===== src/rtl/core/rstt_pkg.sv =====
// Shared types, constants and codes for the RSI signal and trade tracker.
`timescale 1ns / 1ps
package rstt_pkg;

  localparam int PERIOD  = 14;
  localparam int PTR_W   = $clog2(PERIOD);
  localparam int SEEN_W  = $clog2(PERIOD + 2);
  localparam int PRICE_W = 32;
  localparam int DELTA_W = PRICE_W + 1;
  localparam int SUM_W   = 37;
  localparam int TOTAL_W = 48;
  localparam int NUM_W   = 52;
  localparam int DEN_W   = 38;
  localparam int STEP_W  = $clog2(NUM_W + 1);

  localparam logic [2:0] SIG_NONE       = 3'd0;
  localparam logic [2:0] SIG_BUY        = 3'd1;
  localparam logic [2:0] SIG_EXIT_LONG  = 3'd2;
  localparam logic [2:0] SIG_SHORT      = 3'd3;
  localparam logic [2:0] SIG_EXIT_SHORT = 3'd4;

  localparam logic [1:0] REG_UPPER  = 2'd0;
  localparam logic [1:0] REG_LOWER  = 2'd1;
  localparam logic [1:0] REG_MOVE   = 2'd2;
  localparam logic [1:0] REG_PROFIT = 2'd3;

  typedef enum logic [1:0] {
    POS_NONE  = 2'd0,
    POS_LONG  = 2'd1,
    POS_SHORT = 2'd2
  } pos_kind_t;

  typedef struct packed {
    logic [31:0] close_price;
    logic        last;
  } in_item_t;

  typedef struct packed {
    logic [2:0]         signal;
    logic [14:0]        rsi_value;
    logic               evaluated;
    logic               trade_closed;
    logic signed [31:0] trade_return;
    logic [15:0]        trades_total;
    logic [15:0]        trades_won;
    logic [14:0]        success_percent;
    logic signed [31:0] mean_return_percent;
    logic               summary_valid;
  } out_item_t;

  typedef struct packed {
    logic [6:0]         upper_level;
    logic [6:0]         lower_level;
    logic [15:0]        move_threshold;
    logic signed [16:0] win_floor;
  } cfg_t;

  // Item plus its warm-up class, as tagged by the front end.
  typedef struct packed {
    in_item_t item;
    logic     upd;
    logic     rsi_on;
    logic     eval_on;
  } q_item_t;

  typedef struct packed {
    logic             start;
    logic [NUM_W-1:0] num;
    logic [DEN_W-1:0] den;
  } div_req_t;

endpackage


===== src/rtl/core/rstt_front.sv =====
// Front end: accept items and tag each with its warm-up class.
`timescale 1ns / 1ps
module rstt_front (
  input  logic                      clk,
  input  logic                      rst_n,
  input  logic                      in_valid,
  output logic                      in_stall,
  input  rstt_pkg::in_item_t        in_data,
  input  logic                      q_full,
  output logic                      q_push,
  output rstt_pkg::q_item_t         q_wdata
);

  logic [rstt_pkg::SEEN_W-1:0] seen_r;
  logic [rstt_pkg::SEEN_W-1:0] seen_nxt;

  assign in_stall = q_full;
  assign q_push   = in_valid && !q_full;

  always_comb begin
    q_wdata.item    = in_data;
    q_wdata.upd     = (seen_r != '0);
    q_wdata.rsi_on  = (seen_r >= rstt_pkg::SEEN_W'(rstt_pkg::PERIOD));
    q_wdata.eval_on = (seen_r >= rstt_pkg::SEEN_W'(rstt_pkg::PERIOD + 1));
  end

  always_comb begin
    seen_nxt = seen_r;
    if (q_push) begin
      if (in_data.last) begin
        seen_nxt = '0;
      end else if (seen_r < rstt_pkg::SEEN_W'(rstt_pkg::PERIOD + 1)) begin
        seen_nxt = seen_r + 1'b1;
      end
    end
  end

  always_ff @(posedge clk) begin
    if (!rst_n) begin
      seen_r <= '0;
    end else begin
      seen_r <= seen_nxt;
    end
  end

endmodule


===== config.mk =====
export PLATFORM = sky130hd
export DESIGN_NAME = rstt_front
export DESIGN_NICKNAME = d
export VERILOG_FILES = /design/src/rtl/core/rstt_pkg.sv /design/src/rtl/core/rstt_front.sv
export SDC_FILE = /design/constraint.sdc
export NUM_CORES = 1
export LEC_CHECK = 0
export BUFFER_PORTS_ARGS = -buffer_cell sky130_fd_sc_hd__buf_2
export CORE_MARGIN = 2
export CORE_UTILIZATION = 32
export DETAILED_ROUTE_END_ITERATION = 10
export PLACE_DENSITY_LB_ADDON = 0.2
export SYNTH_ARGS = -nofsm -noshare
export SYNTH_HDL_FRONTEND = slang
export SYNTH_SLANG_ARGS = --single-unit

===== constraint.sdc =====
create_clock -name clk -period 2.4 [get_ports clk]
set_clock_uncertainty 0.05 [all_clocks]
set_input_delay 0.48 -clock clk [delete_from_list [all_inputs] [get_ports clk]]
set_output_delay 0.48 -clock clk [all_outputs]
set_load 0.01 [all_outputs]

==> results_dict.tcl <==
set metrics [dict create \
    worstSetupStartpointType "register" \
    ios 75 \
    finalCriticalPeriod_ns 1.74 \
    grt_pass1_vias 280 \
    rows 14 \
    synth_top_area_share_pct 48.0 \
    synth_area_um2 532 \
    crit_path_max_fanout 4 \
    cts_htree_levels 1 \
    grt_pass1_wl_um 1100 \
    routabilityCongestion 0.630 \
    hold_start "seen_r[0]" \
    power_leakage_nw 0.201 \
    largest_reg_flops 4 \
    cts_resized 0 \
    wl_met1_um 271 \
    hpwl_um 558 \
    fill_cells 168 \
    first_pass_iters 2 \
    crit_path_start "seen_r[0]" \
    path_class "register to output pin" \
    pre_cts_ws_ns 0.846 \
    cts_max_path_buffers 2 \
    netlist_instances 67 \
    synthTopCellsByArea "buf_4 (48%), dfxtp_1 (15%), ha_1 (7.1%)" \
    cp.required_ns 1.87 \
    cp.arrival_ns 1.21 \
    whs_ns 0.452 \
    cap_violations 0 \
    core-area_um2 1520 \
    portBuffers 10 \
    synth_cell_type_count 20 \
    drc 0 \
    outcome "finished, final reports clean" \
    postCtsSetupRepairBufs 0 \
    yosysWarningCount 0 \
    tritoncts "built" \
    tns_ns 0 \
    vdd_drop_max_uv 351 \
    syn2layout_area_growth_pct -32.7 \
    regToRegSetupSlack_ns 1.19 \
    syn_area_per_cell_um2 7.94 \
    clock.fmax_ghz 0.574 \
    worstSetupEndpointType "output pin" \
    tightest_slew_ns 0.263 \
    setup_viol 0 \
    slew_violations 0 \
    grt_max_degree 9 \
    cts_root_buffer "clkbuf_4" \
    hold_viol 0 \
    grt.total_usage_pct 8.05 \
    wl_met3_um 127 \
    die_area_um2 2000 \
    hp-class "register to register" \
    drt-total-wl_um 713 \
    cts.clk_slew.worst_paths_ns 0.03 \
    relSlewSlack_pct 82.4 \
    yosysSeqAreaShare_pct 15.1 \
    final_common_cell "buf_2" \
    via_per_inst 4.82 \
    first_iter_violations 5 \
    ys_ff_latch 4 \
    cts_made_buffers 3 \
    vias 294 \
    top_regs "seen_r x4" \
    powerDensity_nw_per_um2 482 \
    final_cell_mix "buf_2 (10), nand2_1 (6), dfxtp_1 (4)" \
    cts.sinks 4 \
    p_total_mw 0.173 \
    die_w_um 44.8 \
    start_util_pct 34.9 \
    reg2regPathDepth 4 \
    syn-num-nets 107 \
    clk_latency_ns 0.24 \
    cts_hold_buf 0 \
    r2r-start "seen_r[1]" \
    antenna_found_initial 0 \
    dr_wl_met2_um 313 \
    drtAntennaViolNets 0 \
    wl_per_cell_um 11.7 \
    nets 87 \
    n_antenna_cell 0 \
    setup_slack_ns 0.659 \
    rsz0062_at_grt "false" \
    overflow 0 \
    synth_top_cell_by_area "buf_4" \
    finalCritPeriodShare_pct 72.5 \
    drive_gt1_share_pct 33.3 \
    hold_depth 2 \
    top_layer "met3" \
    die_y_um 44.8 \
    regMostFlops "seen_r" \
    utilization_pct 23.5 \
]
kinds of logic after synthesis:
group / Yosys count / share of synthesized area [%]
AOI/OAI and AO/OA: 7 / 8.47
adders and majority gates: 3 / 7.06
buffers and inverters: 38 / 52.2
DFF: 4 / 15.1
and+or+nand+nor: 15 / 17.2
cells in the mapped netlist:
master    count
and3_1        1
and4b_1       1
and3b_1       1
nand4b_1      1
o22ai_1       2
nand3_1       1
o21a_1        1
nand3b_1      1
and3b_2       1
o21ai_1       1
ha_1          3
inv_1         3
nand2_1       6
a21oi_1       2
o211a_1       1
buf_6         1
buf_4        34
nor2b_2       1
nor2_1        1
dfxtp_1       4
layer usage:
metal,vias up,track usage [%]
met1,130,8.29
met4,0,4.85
met5,-,0
li1,142,-
met2,22,8.99
met3,0,9.60
through the flow:
step,cells,cell area (um2)
4_1_cts,61,358
6_report,61,358
3_3_place_gp,58,335
3_5_place_dp,58,335
5_1_grt,61,358
2_1_floorplan,67,532
layout make-up:
type / count / area (um2) / share of cell area [%]
repair buffers: 10 / 50.0 / 14.0
inverters: 3 / 11.3 / 3.15
flip-flops and latches: 4 / 80.1 / 22.4
clock buffers: 3 / 22.5 / 6.29
well taps: 16 / 20.0 / 5.59
multi-input cells: 25 / 174 / 48.6
worst max-delay path, cell delays in order (launching register included):
cell     delay [ns]
dfxtp_1        0.36
inv_1          0.09
ha_1           0.20
o211a_1        0.20
buf_2          0.13
path summary, 6_finish.rpt:
kind,to
hold reg to reg,seen_r[0]
setup reg to reg,seen_r[2]
hold / removal,seen_r[0]
setup / recovery,q_wdata[1]
power by group:
| part | switching, mW | internal (mW) | total, mW |
|---|---|---|---|
| clock | 0.0285 | 0.0560 | 0.0845 |
| sequential | 0.00103 | 0.0679 | 0.0689 |
| combinational | 0.0108 | 0.00847 | 0.0192 |
| total | 0.0403 | 0.132 | 0.173 |
Power figures use the tool's default switching activity.
