### src/rtl/core/rstt_pkg.sv
// Shared types, constants and codes for the RSI signal and trade tracker.
`timescale 1ns / 1ps
package rstt_pkg;

  localparam int PERIOD  = 14;
  localparam int PTR_W   = $clog2(PERIOD);
  localparam int SEEN_W  = $clog2(PERIOD + 2);
  localparam int PRICE_W = 32;
  localparam int DELTA_W = PRICE_W + 1;
  localparam int SUM_W   = 37;
  localparam int TOTAL_W = 48;
  localparam int NUM_W   = 52;
  localparam int DEN_W   = 38;
  localparam int STEP_W  = $clog2(NUM_W + 1);

  localparam logic [2:0] SIG_NONE       = 3'd0;
  localparam logic [2:0] SIG_BUY        = 3'd1;
  localparam logic [2:0] SIG_EXIT_LONG  = 3'd2;
  localparam logic [2:0] SIG_SHORT      = 3'd3;
  localparam logic [2:0] SIG_EXIT_SHORT = 3'd4;

  localparam logic [1:0] REG_UPPER  = 2'd0;
  localparam logic [1:0] REG_LOWER  = 2'd1;
  localparam logic [1:0] REG_MOVE   = 2'd2;
  localparam logic [1:0] REG_PROFIT = 2'd3;

  typedef enum logic [1:0] {
    POS_NONE  = 2'd0,
    POS_LONG  = 2'd1,
    POS_SHORT = 2'd2
  } pos_kind_t;

  typedef struct packed {
    logic [31:0] close_price;
    logic        last;
  } in_item_t;

  typedef struct packed {
    logic [2:0]         signal;
    logic [14:0]        rsi_value;
    logic               evaluated;
    logic               trade_closed;
    logic signed [31:0] trade_return;
    logic [15:0]        trades_total;
    logic [15:0]        trades_won;
    logic [14:0]        success_percent;
    logic signed [31:0] mean_return_percent;
    logic               summary_valid;
  } out_item_t;

  typedef struct packed {
    logic [6:0]         upper_level;
    logic [6:0]         lower_level;
    logic [15:0]        move_threshold;
    logic signed [16:0] win_floor;
  } cfg_t;

  // Item plus its warm-up class, as tagged by the front end.
  typedef struct packed {
    in_item_t item;
    logic     upd;
    logic     rsi_on;
    logic     eval_on;
  } q_item_t;

  typedef struct packed {
    logic             start;
    logic [NUM_W-1:0] num;
    logic [DEN_W-1:0] den;
  } div_req_t;

endpackage

### src/rtl/core/rstt_queue.sv
// Two-entry queue between front end and back end.
`timescale 1ns / 1ps
module rstt_queue (
  input  logic              clk,
  input  logic              rst_n,
  input  logic              push,
  input  rstt_pkg::q_item_t wdata,
  input  logic              pop,
  output rstt_pkg::q_item_t rdata,
  output logic              full,
  output logic              empty
);

  rstt_pkg::q_item_t mem_r [2];
  logic              wr_ptr_r;
  logic              rd_ptr_r;
  logic [1:0]        cnt_r;

  assign full  = (cnt_r == 2'd2);
  assign empty = (cnt_r == 2'd0);
  assign rdata = mem_r[rd_ptr_r];

  always_ff @(posedge clk) begin
    if (push) begin
      mem_r[wr_ptr_r] <= wdata;
    end
  end

  always_ff @(posedge clk) begin
    if (!rst_n) begin
      wr_ptr_r <= 1'b0;
      rd_ptr_r <= 1'b0;
      cnt_r    <= 2'd0;
    end else begin
      if (push) begin
        wr_ptr_r <= !wr_ptr_r;
      end
      if (pop) begin
        rd_ptr_r <= !rd_ptr_r;
      end
      if (push && !pop) begin
        cnt_r <= cnt_r + 2'd1;
      end else if (pop && !push) begin
        cnt_r <= cnt_r - 2'd1;
      end
    end
  end

endmodule

### config.mk
export PLATFORM = sky130hd
export DESIGN_NAME = rstt_queue
export DESIGN_NICKNAME = d
export VERILOG_FILES = /design/src/rtl/core/rstt_pkg.sv /design/src/rtl/core/rstt_queue.sv
export SDC_FILE = /design/constraint.sdc
export NUM_CORES = 1
export LEC_CHECK = 0
export ABC_AREA = 0
export BUFFER_PORTS_ARGS = -buffer_cell sky130_fd_sc_hd__buf_2
export CORE_AREA = 4 4 88 122
export DETAILED_ROUTE_END_ITERATION = 12
export DIE_AREA = 0 0 92 126
export GPL_ROUTABILITY_DRIVEN = 0
export PLACE_DENSITY = 0.61
export SYNTH_ARGS = -nofsm -noshare
export SYNTH_HDL_FRONTEND = slang
export SYNTH_SLANG_ARGS = --single-unit
### constraint.sdc
create_clock -name clk -period 5.5 [get_ports clk]
set_clock_uncertainty 0.2 [all_clocks]
set_input_delay 1.1 -clock clk [delete_from_list [all_inputs] [get_ports clk]]
set_output_delay 1.1 -clock clk [all_outputs]
set_load 0.005 [all_outputs]
==> metrics list, run 1 <==
- Run status: finished clean
- Post-Synthesis Cell Area: 2825 um2
- For this design the ratio of total power to cell area is 362.2 nW/um2.
- First-pass GRT wire length: 7741 um
* Ratio of cells with drive above 1 in the final layout: 57.66%
- Counting every sink on the clock net gives 77.
- The core region is 9564 um2.
* CP Data Required Time: 4.20 ns
- Post-detailed-route wirelength per cell: 13.34 um
* Final critical-path share of the clock period: 56.39%
* Startpoint Class: register
- Counting along the longest clock path gives a buffer depth of 2.
- Most used DFF post-synth: sky130_fd_sc_hd__edfxtp_1
- Share of the synthesized area in the top cell type: 76.53%
* Number of nets with antenna violations after routing: 0
- CTS tree: yes
- Number of instances in the synthesized netlist: 134
* Effective utilization at floorplan: 29.54%
* Final net count: 259
* # diodes: 0
* Largest cells by area after synthesis: sky130_fd_sc_hd__edfxtp_1 77%, sky130_fd_sc_hd__mux2_2 14%, sky130_fd_sc_hd__dfxtp_1 3.5%, sky130_fd_sc_hd__buf_6 1.2%, sky130_fd_sc_hd__and2_1 0.89%
* Peak fanout along the critical path: 36
- From left edge to right edge, the die measures 92 um.
- Final count of hold timing violations: 0
* Post-route cell area: 3597 um2
- Worst slew margin: 24.60%
- Number of resized instances in the post-cts repair step: 0
* Half-perimeter wire length after detailed placement: 3042 um
- In this run the clock root is driven by a sky130_fd_sc_hd__clkbuf_16.
* Post-synth top cells: 72 x sky130_fd_sc_hd__edfxtp_1, 36 x sky130_fd_sc_hd__mux2_2, 5 x sky130_fd_sc_hd__dfxtp_1, 4 x sky130_fd_sc_hd__and2_1, 3 x sky130_fd_sc_hd__buf_6
- The initialized floorplan defines 42 standard-cell rows.
- Maximum vdd drop: 172.8 uV
* Global route overflow: 0
- The filler cells instantiated in the layout total 965.
- In this run, distinct cell masters in the synthesized netlist total 17.
- For the worst-skew pair, the clock arrives at the later sink with an insertion delay of 0.32 ns.
- sky130_fd_sc_hd__edfxtp_1 is the most common cell in the netlist.
* Critical Path AT: 1.80 ns
* Hold crit path type: reg2reg
- The share of the Yosys chip area taken by registers is 80.07%.
- Counting every net in the synthesized netlist gives 175.
- Starting DRC count in detailed routing: 17
- For the final routed database, the setup TNS stands at 0 ns.
* Slew at the pin with the worst max-slew slack: 1.129 ns
- The first TritonRoute pass finished after 3 iterations.
- In this run the vertical extent of the chip is 126 um.
- Crit. End Element: output pin
* Cell area after placement: 3347 um2
- # port buffers: 77
* Final core utilization: 37.61%
* Largest area contributor in the synthesized netlist: sky130_fd_sc_hd__edfxtp_1
- The number of antenna violations at the first check in global routing is 0.
- Total buffers and inverters traversed by the critical path: 1
- DRT Wirelength: 4722 um
- Buffers added to address setup during post-CTS repair amount to 0.
- The number of clock buffers added by TritonCTS is 9.
- The worst setup path is of the reg2out kind.
- The largest single stage delay on the critical path is 0.88 ns.
- Setup repair after global routing left no endpoint under its margin.
- CTS clk-pin slew, worst paths: 0.05 ns
- Area growth from synthesis to final layout: 27.33%
* DRC: 0
- Post-layout minimum cycle time: 3.102 ns
- Async S/R FF share, synth: 0%
* Number of buffers inserted for hold repair after clock tree synthesis: 0
- The signal on the critical path passes through mux2_2 -> buf_2.
- Die Footprint: 11590 um2
* Via Count: 1463
* EDFF count, synth: 72
* Vias per Instance: 4.133
* Post-Syn Area per Cell: 21.08 um2
- Top-Level Pins: 78
- Number of flip-flops and latches in the synthesized netlist: 77
* Worst-case hold slack: 0.3107 ns
- Maximum Capacitance Violations: 0
* Final Setup Violations: 0
- Master of the slowest instance on the critical path: sky130_fd_sc_hd__dfxtp_2
- Global routing used 8.941% of the available tracks.
- The number of global-route vias before repair was 1600.
- The cell family contributing the most delay on the critical path is flip-flops.
- For this run, the top clock speed supported by timing is 0.3224 GHz.
* Final number of max-transition violations: 0
- During synthesis, Yosys emitted a total of 0 warnings.
- In this run the number of H-tree levels came out at 3.
- Entering global routing, the biggest net connects 38 pins.
- Leakage power: 1.343 nW
[final timing paths]
kind                               from  slack [ns]  depth (start not counted)                     end
setup / recovery               register        2.40                          2               rdata[15]
hold reg to reg   cnt_r[1]$_SDFFE_PN0P_        0.31                          2   cnt_r[1]$_SDFFE_PN0P_
setup reg to reg  wr_ptr_r$_SDFFE_PN0P_        3.69                          1  mem_r[0][24]$_DFFE_PP_
hold / removal    cnt_r[1]$_SDFFE_PN0P_        0.31                          2   cnt_r[1]$_SDFFE_PN0P_
[per-stage QoR]
step                      worst slack [ns]  instances  total power [mW]
final                                2.398        354             1.303
after global routing                 2.256        354             1.371
after CTS                            2.314        354             1.327
after detailed placement             2.676        339            0.8208
after global placement               2.681        339            0.8173
after floorplan                      2.116        134            0.7648
[tightest hold or removal path, stage by stage, from the launching register on]
cell and delay, ns:
sky130_fd_sc_hd__dfxtp_1 0.33, sky130_fd_sc_hd__o21ai_0 0.07, sky130_fd_sc_hd__a21boi_1 0.06
[report_power, final]
group	internal (mW)	switching [mW]	leakage, nW
sequential	0.677	0.0183	0.718
clock	0.300	0.199	0.124
combinational	0.0635	0.0457	0.501
total	1.04	0.263	1.34
[final cells by class]
type | instances | area [um2] | share of cell area, %
inverter | 1 | 3.754 | 0.1043
clock inverter | 3 | 13.76 | 0.3826
clock buffer | 12 | 236.5 | 6.574
timing repair buffer | 77 | 385.4 | 10.71
multi-input combinational | 52 | 529.3 | 14.71
tap | 132 | 165.2 | 4.591
sequential | 77 | 2263 | 62.92
[layout by cell type, fill, tap and decap left out]
cell | Yosys | layout
sky130_fd_sc_hd__dfxtp_2 | 0 | 1
sky130_fd_sc_hd__nor2_1 | 1 | 1
sky130_fd_sc_hd__clkbuf_16 | 0 | 9
sky130_fd_sc_hd__inv_1 | 1 | 1
sky130_fd_sc_hd__and2b_2 | 1 | 1
sky130_fd_sc_hd__xor2_1 | 2 | 2
sky130_fd_sc_hd__a21boi_1 | 1 | 1
sky130_fd_sc_hd__dfxtp_1 | 5 | 4
sky130_fd_sc_hd__clkbuf_1 | 0 | 3
sky130_fd_sc_hd__buf_2 | 1 | 77
sky130_fd_sc_hd__and2_2 | 0 | 1
sky130_fd_sc_hd__nor2b_4 | 0 | 1
sky130_fd_sc_hd__mux2_2 | 36 | 36
sky130_fd_sc_hd__clkinv_1 | 0 | 1
sky130_fd_sc_hd__and2_1 | 4 | 3
sky130_fd_sc_hd__ha_1 | 1 | 1
sky130_fd_sc_hd__xnor2_1 | 1 | 1
sky130_fd_sc_hd__clkinv_2 | 0 | 2
sky130_fd_sc_hd__o21a_1 | 1 | 1
sky130_fd_sc_hd__or3_1 | 1 | 1
sky130_fd_sc_hd__edfxtp_1 | 72 | 72
sky130_fd_sc_hd__nor2b_1 | 2 | 1
sky130_fd_sc_hd__o21ai_0 | 1 | 1
[cells by family (layout without fill, tap and decap cells)]
family,Yosys count,after routing,synth area share [%]
DFF,77,77,80.07
muxes,36,36,14.35
and+or+nand+nor,9,9,1.993
buffers and inverters,5,93,1.505
AOI/OAI and AO/OA,3,3,0.7086
xor gates and xnor gates,3,3,0.9302
adders and majority gates,1,1,0.4428
[layer usage]
layer | vias up | track usage (%) | share of wire (%)
met5 | - | 0 | 0
met4 | 0 | 6.824 | 3.5
met3 | 12 | 2.566 | 5.0
met2 | 52 | 15.23 | 54
met1 | 713 | 9.144 | 38
li1 | 686 | - | -
[sequential cells by signal, indices dropped and copies added, names as in the netlist, named ones only]
register,count
cnt_r,2
mem_r,72
rd_ptr_r,1
wr_ptr_r,1
No activity file was read; power rests on OpenSTA's default activity.
==> run 2: changes to the inputs <==
==> constraint.sdc (replaced) <==
create_clock -name clk -period 3 [get_ports clk]
set_clock_uncertainty 0.2 [all_clocks]
set_input_delay 0.6 -clock clk [delete_from_list [all_inputs] [get_ports clk]]
set_output_delay 0.6 -clock clk [all_outputs]
set_load 0.005 [all_outputs]
==> metrics list, run 2 (synthesis results as in run 1) <==
* Leakage power: 1.396 nW (+3.9%)
- Compared with the post-synthesis result, the final layout area differs by 30.96%.
* Areal power density over the cells: 703.0 nW/um2 (+94%)
* Crit. End Element: output pin
- The placed wire-length estimate after detailed placement was 3405 um (+12%).
* Number of resized instances in the post-cts repair step: 0 (unchanged)
- Effective utilization at floorplan: 29.54% (unchanged)
- Top-Level Pins: 78 (unchanged)
- After layout, the worst path uses 84.18% of the clock period.
* Hold crit path type: in2reg
- The actual transition at the worst max-transition pin came to 0.5384 ns (-0.5903 ns).
* Max Buffers Root-to-Sink: 2 (unchanged)
- Number of buffers inserted for hold repair after clock tree synthesis: 0 (unchanged)
* CTS clk-pin slew, worst paths: 0.06 ns (about the same)
- First-pass DRT Iterations: 4 (+1)
* Critical Path AT: 1.73 ns (-0.07 ns)
- CTS tree: yes
* Total CTS buffers: 9 (unchanged)
* Maximum vdd drop: 269.4 uV (+56%)
- Final sum of negative setup slack: 0 ns (unchanged)
* Library cell used as clock root buffer: sky130_fd_sc_hd__clkbuf_16
- The number of pins with negative max-slew slack in the final report came to 0 (unchanged).
* Die Footprint: 11590 um2 (unchanged)
- The die extent in y is 126 um (unchanged).
- Setup repair after global routing left no endpoint under its margin.
* Final core utilization: 38.68% (+1.1 points)
* Most common library cell in the layout ignoring fill and taps: sky130_fd_sc_hd__buf_2
* Register ranked first by flip-flop count: mem_r
- The number of antenna violations at the first check in global routing is 0 (unchanged).
* First-pass GRT wire length: 8024 um (+3.7%)
- The number of nets in the layout was 264 (+1.9%).
- The total number of placement rows is 42 (unchanged).
* Post-detailed-route wirelength per cell: 13.88 um (+4.0%)
- The run finished with clean final reports.
- The mean number of vias per cell was 4.092 (-0.99%).
* Startpoint Class: register
* Final Setup Violations: 0 (unchanged)
* CP Data Required Time: 2.20 ns (-2.00 ns)
* DRC: 0 (unchanged)
- The clock sink total was 77 (unchanged).
- Total power draw: 2.601 mW (+100%)
- The source-to-sink clock delay at the later pin of the worst-skew pair came to 0.33 ns (about the same).
- Number of setup buffers added after CTS: 0 (unchanged)
- The number of nets with antenna violations after routing was 0 (unchanged).
* Global route overflow: 0 (unchanged)
- Peak fanout along the critical path: 19 (-47%)
- Number of global-route vias before repair: 1623 (+1.4%)
* Pre-CTS setup slack: 0.7684 ns (-1.908 ns)
* Final count of hold timing violations: 0 (unchanged)
- The worst setup path is of the reg2out kind.
* Post-layout minimum cycle time: 2.525 ns
- The least setup slack across all paths after layout is 0.4747 ns (-1.924 ns).
- The number of violations of the max-capacitance limit came to 0 (unchanged).
- In the final layout, the registers with the most flip-flops are mem_r x72, cnt_r x2.
* Standard cell core area: 9564 um2 (unchanged)
- The largest net degree at the start of global routing is 22 (-42%).
* Ratio of cells with drive above 1 in the final layout: 60.53% (+2.9 points)
- The quantity of I/O buffers inserted on ports is 77 (unchanged).
* Via Count: 1473 (+0.68%)
- Total of fill cells in the finished design: 942 (-2.4%)
- The sum of routed wire length over all layers is 4996 um (+5.8%).
- Worst slew margin: 64.11% (+40 points)
* Horizontal die dimension: 92 um (unchanged)
- Overall track demand over capacity in global routing: 9.383% (+0.44 points)
- The worst hold margin was 0.2531 ns (-0.05763 ns).
* Most frequent cells in the layout: 77 x sky130_fd_sc_hd__buf_2, 72 x sky130_fd_sc_hd__edfxtp_1, 36 x sky130_fd_sc_hd__mux2_2, 9 x sky130_fd_sc_hd__clkbuf_16, 5 x sky130_fd_sc_hd__buf_4
* # diodes: 0 (unchanged)
- The flip-flop count of the largest register, all copies and words added came to 72 (unchanged).
- Starting DRC count in detailed routing: 95 (+78)
- The count of H-tree levels built during CTS is 3 (unchanged).
- Based on the critical path, the design can be clocked at up to 0.3960 GHz.
run 2: cell count changes in the layout (fill, tap and decap cells not counted), sizes merged:
cell / previous run / this run
buf: 77 / 82
bufinv: 0 / 2
clkbuf: 12 / 9
clkinvlp: 0 / 2
run 2: path summary, 6_finish.rpt:
kind,from,end,slack (ns),depth (start not counted)
worst min register to register,cnt_r[1]$_SDFFE_PN0P_,cnt_r[1]$_SDFFE_PN0P_,0.31,2
worst max-delay path,register,rdata[15],0.47,3
worst max register to register,wr_ptr_r$_SDFFE_PN0P_,mem_r[1][27]$_DFFE_PP_,1.23,2
worst min-delay path,wdata[0],mem_r[0][0]$_DFFE_PP_,0.25,1
run 2: layer usage:
metal	track usage [%]	wire length, um	part of all wire, %
met3	2.924	279	5.6
met1	9.614	1787	36
met4	6.824	164	3.3
met5	0	0	0
met2	15.96	2764	55
run 2: cell type report:
type | instances | area, um2 | share of cell area [%]
clock buffer | 9 | 225.2 | 6.087
clock inverter | 7 | 90.09 | 2.435
inverter | 1 | 3.754 | 0.1015
multi-input combinational | 52 | 529.3 | 14.31
sequential | 77 | 2263 | 61.18
tap | 132 | 165.2 | 4.464
timing repair buffer | 82 | 422.9 | 11.43
run 2: critical path, stage by stage, from the launching register on:
cell and delay (ns):
sky130_fd_sc_hd__dfxtp_2 0.62, sky130_fd_sc_hd__buf_4 0.29, sky130_fd_sc_hd__mux2_2 0.36, sky130_fd_sc_hd__buf_2 0.13
run 2: report_power, final:
part / leakage [nW] / total [mW] / internal, mW / switching (mW)
clock: 0.151 / 1.12 / 0.722 / 0.396
sequential: 0.718 / 1.26 / 1.24 / 0.0248
combinational: 0.527 / 0.218 / 0.123 / 0.0955
total: 1.40 / 2.60 / 2.08 / 0.516
run 2: through the flow:
stage | instances | instance area, um2
5_1_grt | 360 | 3700
3_3_place_gp | 344 | 3385
6_report | 360 | 3700
3_5_place_dp | 344 | 3385
4_1_cts | 360 | 3700
2_1_floorplan | 134 | 2825
==> run 3: changes to the inputs <==
--- a/config.mk
+++ b/config.mk
@@ -5,13 +5,13 @@
 export SDC_FILE = /design/constraint.sdc
 export NUM_CORES = 1
 export LEC_CHECK = 0
-export ABC_AREA = 0
+export ABC_AREA = 1
 export BUFFER_PORTS_ARGS = -buffer_cell sky130_fd_sc_hd__buf_2
-export CORE_AREA = 4 4 88 122
+export CORE_AREA = 4 4 90 125
 export DETAILED_ROUTE_END_ITERATION = 12
-export DIE_AREA = 0 0 92 126
+export DIE_AREA = 0 0 94 129
 export GPL_ROUTABILITY_DRIVEN = 0
-export PLACE_DENSITY = 0.61
+export PLACE_DENSITY = 0.62
 export SYNTH_ARGS = -nofsm -noshare
 export SYNTH_HDL_FRONTEND = slang
 export SYNTH_SLANG_ARGS = --single-unit
==> constraint.sdc (replaced) <==
create_clock -name clk -period 2.3 [get_ports clk]
set_clock_uncertainty 0.2 [all_clocks]
set_input_delay 0.46 -clock clk [delete_from_list [all_inputs] [get_ports clk]]
set_output_delay 0.46 -clock clk [all_outputs]
set_load 0.005 [all_outputs]
==> metrics list, run 3 <==
* Final critical-path share of the clock period: 90.28%
- The fraction of synthesis flops using an asynchronous set or reset pin came to 0% (unchanged).
- Starting DRC count in detailed routing: 47 (-51%)
* Post-layout minimum cycle time: 2.076 ns
* Crit. End Element: output pin
- The gate count of the mapped netlist was 147 (+9.7%).
- The aggregate global routing overflow was 0 (unchanged).
- The number of nets with antenna violations after routing was 0 (unchanged).
- The DRC violation count after routing was 0 (unchanged).
- Highest Clock Rate: 0.4816 GHz
- The cell sitting at the root of the clock tree is a sky130_fd_sc_hd__clkbuf_16.
- Critical Path AT: 1.42 ns (-0.31 ns)
- The number of pins with negative max-slew slack in the final report is 0 (unchanged).
- Clock network latency to the later pin of the worst-skew pair: 0.32 ns (about the same)
* Die Span Y: 129 um (+2.4%)
- Standard cell core area: 10010 um2 (+4.6%)
- Die Footprint: 12130 um2 (+4.6%)
- Most used DFF post-synth: sky130_fd_sc_hd__edfxtp_1
- Ranked by flip-flop count, first place goes to mem_r.
- Largest area contributor in the synthesized netlist: sky130_fd_sc_hd__edfxtp_1
* Hold crit path type: in2reg
* Share of total power consumed by net switching: 19.63% (-0.23 points)
* Worst Hold Launch: wdata[35]
* Warnings, synthesis: 0 (unchanged)
- Post-Syn Area per Cell: 20.27 um2 (-3.9%)
- Largest cells by area after synthesis: sky130_fd_sc_hd__edfxtp_1 73%, sky130_fd_sc_hd__mux2_4 15%, sky130_fd_sc_hd__dfxtp_1 3.4%, sky130_fd_sc_hd__mux2_2 2.3%, sky130_fd_sc_hd__buf_12 2.0%
- The total clock buffers created by CTS came to 9 (unchanged).
* Worst slew margin: 77.64% (+14 points)
- The area of all placed cells without fillers was 3840 um2 (+3.8%).
* Leakage power: 1.546 nW (+11%)
- The worst register-to-register path begins at wr_ptr_r$_SDFFE_PN0P_.
- Sink count of the clock tree: 77 (unchanged)
* Most frequent cell after synthesis: sky130_fd_sc_hd__edfxtp_1
* # diodes: 0 (unchanged)
- TritonCTS built the clock tree.
- Post-synth top cells: 72 x sky130_fd_sc_hd__edfxtp_1, 30 x sky130_fd_sc_hd__mux2_4, 9 x sky130_fd_sc_hd__nor2_1, 8 x sky130_fd_sc_hd__inv_1, 8 x sky130_fd_sc_hd__nand2_1
- The placed wire-length estimate after detailed placement came to 3567 um (+4.8%).
- Cell area after placement: 3533 um2 (+4.4%)
- The post-route non-filler standard cell count is 376 (+4.4%).
* R2r setup slk: 0.98 ns (-0.25 ns)
- The switching power summed over all nets is 665.8 uW (+29%).
- The quantity of I/O buffers inserted on ports is 77 (unchanged).
- The portion of total power attributed to the clock network came to 42.5% (-0.5 points).
* Final Setup Violations: 0 (unchanged)
* Count of placed standard cells including taps: 360 (+4.7%)
* EDFF count, synth: 72 (unchanged)
* Library cells used by synthesis: 14 (-3)
- Portion of total power attributed to combinational logic: 9.1% (+0.7 points)
- Run status: finished clean
- The routed wirelength normalized by instance count is 13.72 um (-1.1%).
- The post-CTS setup repair buffer count came to 0 (unchanged).
- First-pass GRT wire length: 7686 um (-4.2%)
- First-pass DRT Iterations: 3 (-1)
- Min-Delay Endpoint: mem_r[1][35]$_DFFE_PP_
* Via Count: 1522 (+3.3%)
- Final sum of negative setup slack: 0 ns (unchanged)
- Unrepaired setup endpoints after global routing: no
* Part of the Yosys area used for sequential elements: 75.93% (-4.1 points)
- The hold buffer count at CTS was 0 (unchanged).
- The number of antenna violations at the first check in global routing is 0 (unchanged).
* Effective utilization at floorplan: 29.77% (+0.23 points)
- The largest net degree at the start of global routing is 37 (+68%).
- Post-Synthesis Cell Area: 2979 um2 (+5.4%)
- Net Count, Synth: 188 (+7.4%)
- The total number of placement rows is 43 (+2.4%).
- Flip-flop count of the largest register after layout: 72 (unchanged)
* Worst reg2reg path depth: 2 (unchanged)
- Top-Level Pins: 78 (unchanged)
* Share of the synthesized area in the top cell type: 72.57% (-4.0 points)
- P_int: 2.726 mW (+31%)
- Max H-tree Level: 3 (unchanged)
- Overall track demand over capacity in global routing: 8.888% (-0.49 points)
- CTS clk-pin slew, worst paths: 0.06 ns (about the same)
- CP Data Required Time: 1.64 ns (-0.56 ns)
- The mean number of vias per cell came to 4.048 (-1.1%).
- Number of stages on the worst hold path: 1 (unchanged)
- Peak fanout along the critical path: 13 (-6)
- The endpoint identified for the worst register-to-register timing path is mem_r[0][6]$_DFFE_PP_.
* Max Buffers Root-to-Sink: 2 (unchanged)
- Part of the power in registers: 48.4% (-0.2 points)
- The number of violations of the max-capacitance limit is 0 (unchanged).
- The number of endpoints with negative hold slack in the final report is 0 (unchanged).
- The library cell used most frequently in the layout, excluding fill and tap cells, is sky130_fd_sc_hd__buf_2.
- Number of global-route vias before repair: 1559 (-3.9%)
- The total power consumption of the routed design is 3.392 mW (+30%).
- The number of gates given a new drive strength after cts is 0 (unchanged).
- Final net count: 277 (+4.9%)
- The worst setup path is launched from a register.
- DRT Wirelength: 5159 um (+3.3%)
- Number of flip-flops and latches in the synthesized netlist: 77 (unchanged)
- Largest registers in the final layout: mem_r x72, cnt_r x2
- The actual transition at the worst max-transition pin came to 0.3353 ns (-0.2030 ns).
- Compared with the post-synthesis result, the final layout area differs by 28.90%.
- Classification of the worst setup path: reg2out
- Areal power density over the cells: 883.3 nW/um2 (+26%)
* Horizontal die dimension: 94 um (+2.2%)
- Ratio of cells with drive above 1 in the final layout: 55.60% (-4.9 points)
- Leaving out fill and tap cells, the most frequent cells in the layout are 77 x sky130_fd_sc_hd__buf_2, 72 x sky130_fd_sc_hd__edfxtp_1, 30 x sky130_fd_sc_hd__mux2_4, 9 x sky130_fd_sc_hd__clkbuf_16.
- The maximum vdd ir drop came to 351.4 uV (+30%).
run 3: how the worst max path moves through the flow:
| stage | cells after the start | end | from |
|---|---|---|---|
| global placement | 3 | rdata[16] | register |
| floorplan | 2 | mem_r[0][0]$_DFFE_PP_ | push |
| CTS | 3 | rdata[9] | register |
| global route | 3 | rdata[14] | register |
| finish | 3 | rdata[9] | register |
| detailed placement | 3 | rdata[9] | register |
run 3: power by group through the flow:
stage | combinational [mW] | clock, mW | sequential, mW
3_3_place_gp | 0.311 | 0 | 1.67
4_1_cts | 0.319 | 1.48 | 1.64
3_5_place_dp | 0.318 | 0 | 1.67
5_1_grt | 0.340 | 1.55 | 1.65
2_1_floorplan | 0.190 | 0 | 1.66
6_report | 0.309 | 1.44 | 1.64
run 3: layer usage:
metal	vias up	share of wire, %	global-route usage (%)
li1	729	-	-
met1	730	38	8.978
met2	52	53	15.10
met3	11	6.6	3.450
met4	0	2.6	5.782
met5	-	0	0
run 3: cells by family after synthesis:
family                     share of synthesized area (%)
and+or+nand+nor                                    2.520
AOI/OAI and AO/OA                                 0.3357
muxes                                              17.39
adders and majority gates                         0.4199
DFF                                                75.93
buffers and inverters                              3.402
run 3: worst max-delay path: stages, from the launching register on:
cell                      delay, ns
sky130_fd_sc_hd__dfxtp_2       0.36
sky130_fd_sc_hd__buf_4         0.27
sky130_fd_sc_hd__mux2_4        0.33
sky130_fd_sc_hd__buf_2         0.13
run 3: layout make-up:
cell class | count | area, um2
inverter | 8 | 30.03
clock buffer | 10 | 229.0
tap | 135 | 168.9
sequential | 77 | 2263
timing repair buffer | 82 | 447.9
fill | 983 | 6167
clock inverter | 6 | 77.57
multi-input combinational | 58 | 623.1
run 3: metrics by stage:
stage | hold WS, ns | worst slack, ns | utilization (%)
3_3_place_gp | 0.2793 | 0.5627 | 35.31
4_1_cts | 0.1018 | 0.1824 | 38.37
3_5_place_dp | 0.2978 | 0.5477 | 35.31
6_report | 0.1213 | 0.2236 | 38.37
2_1_floorplan | 0.2635 | 0.2696 | -
5_1_grt | 0.1038 | 0.1484 | 38.37
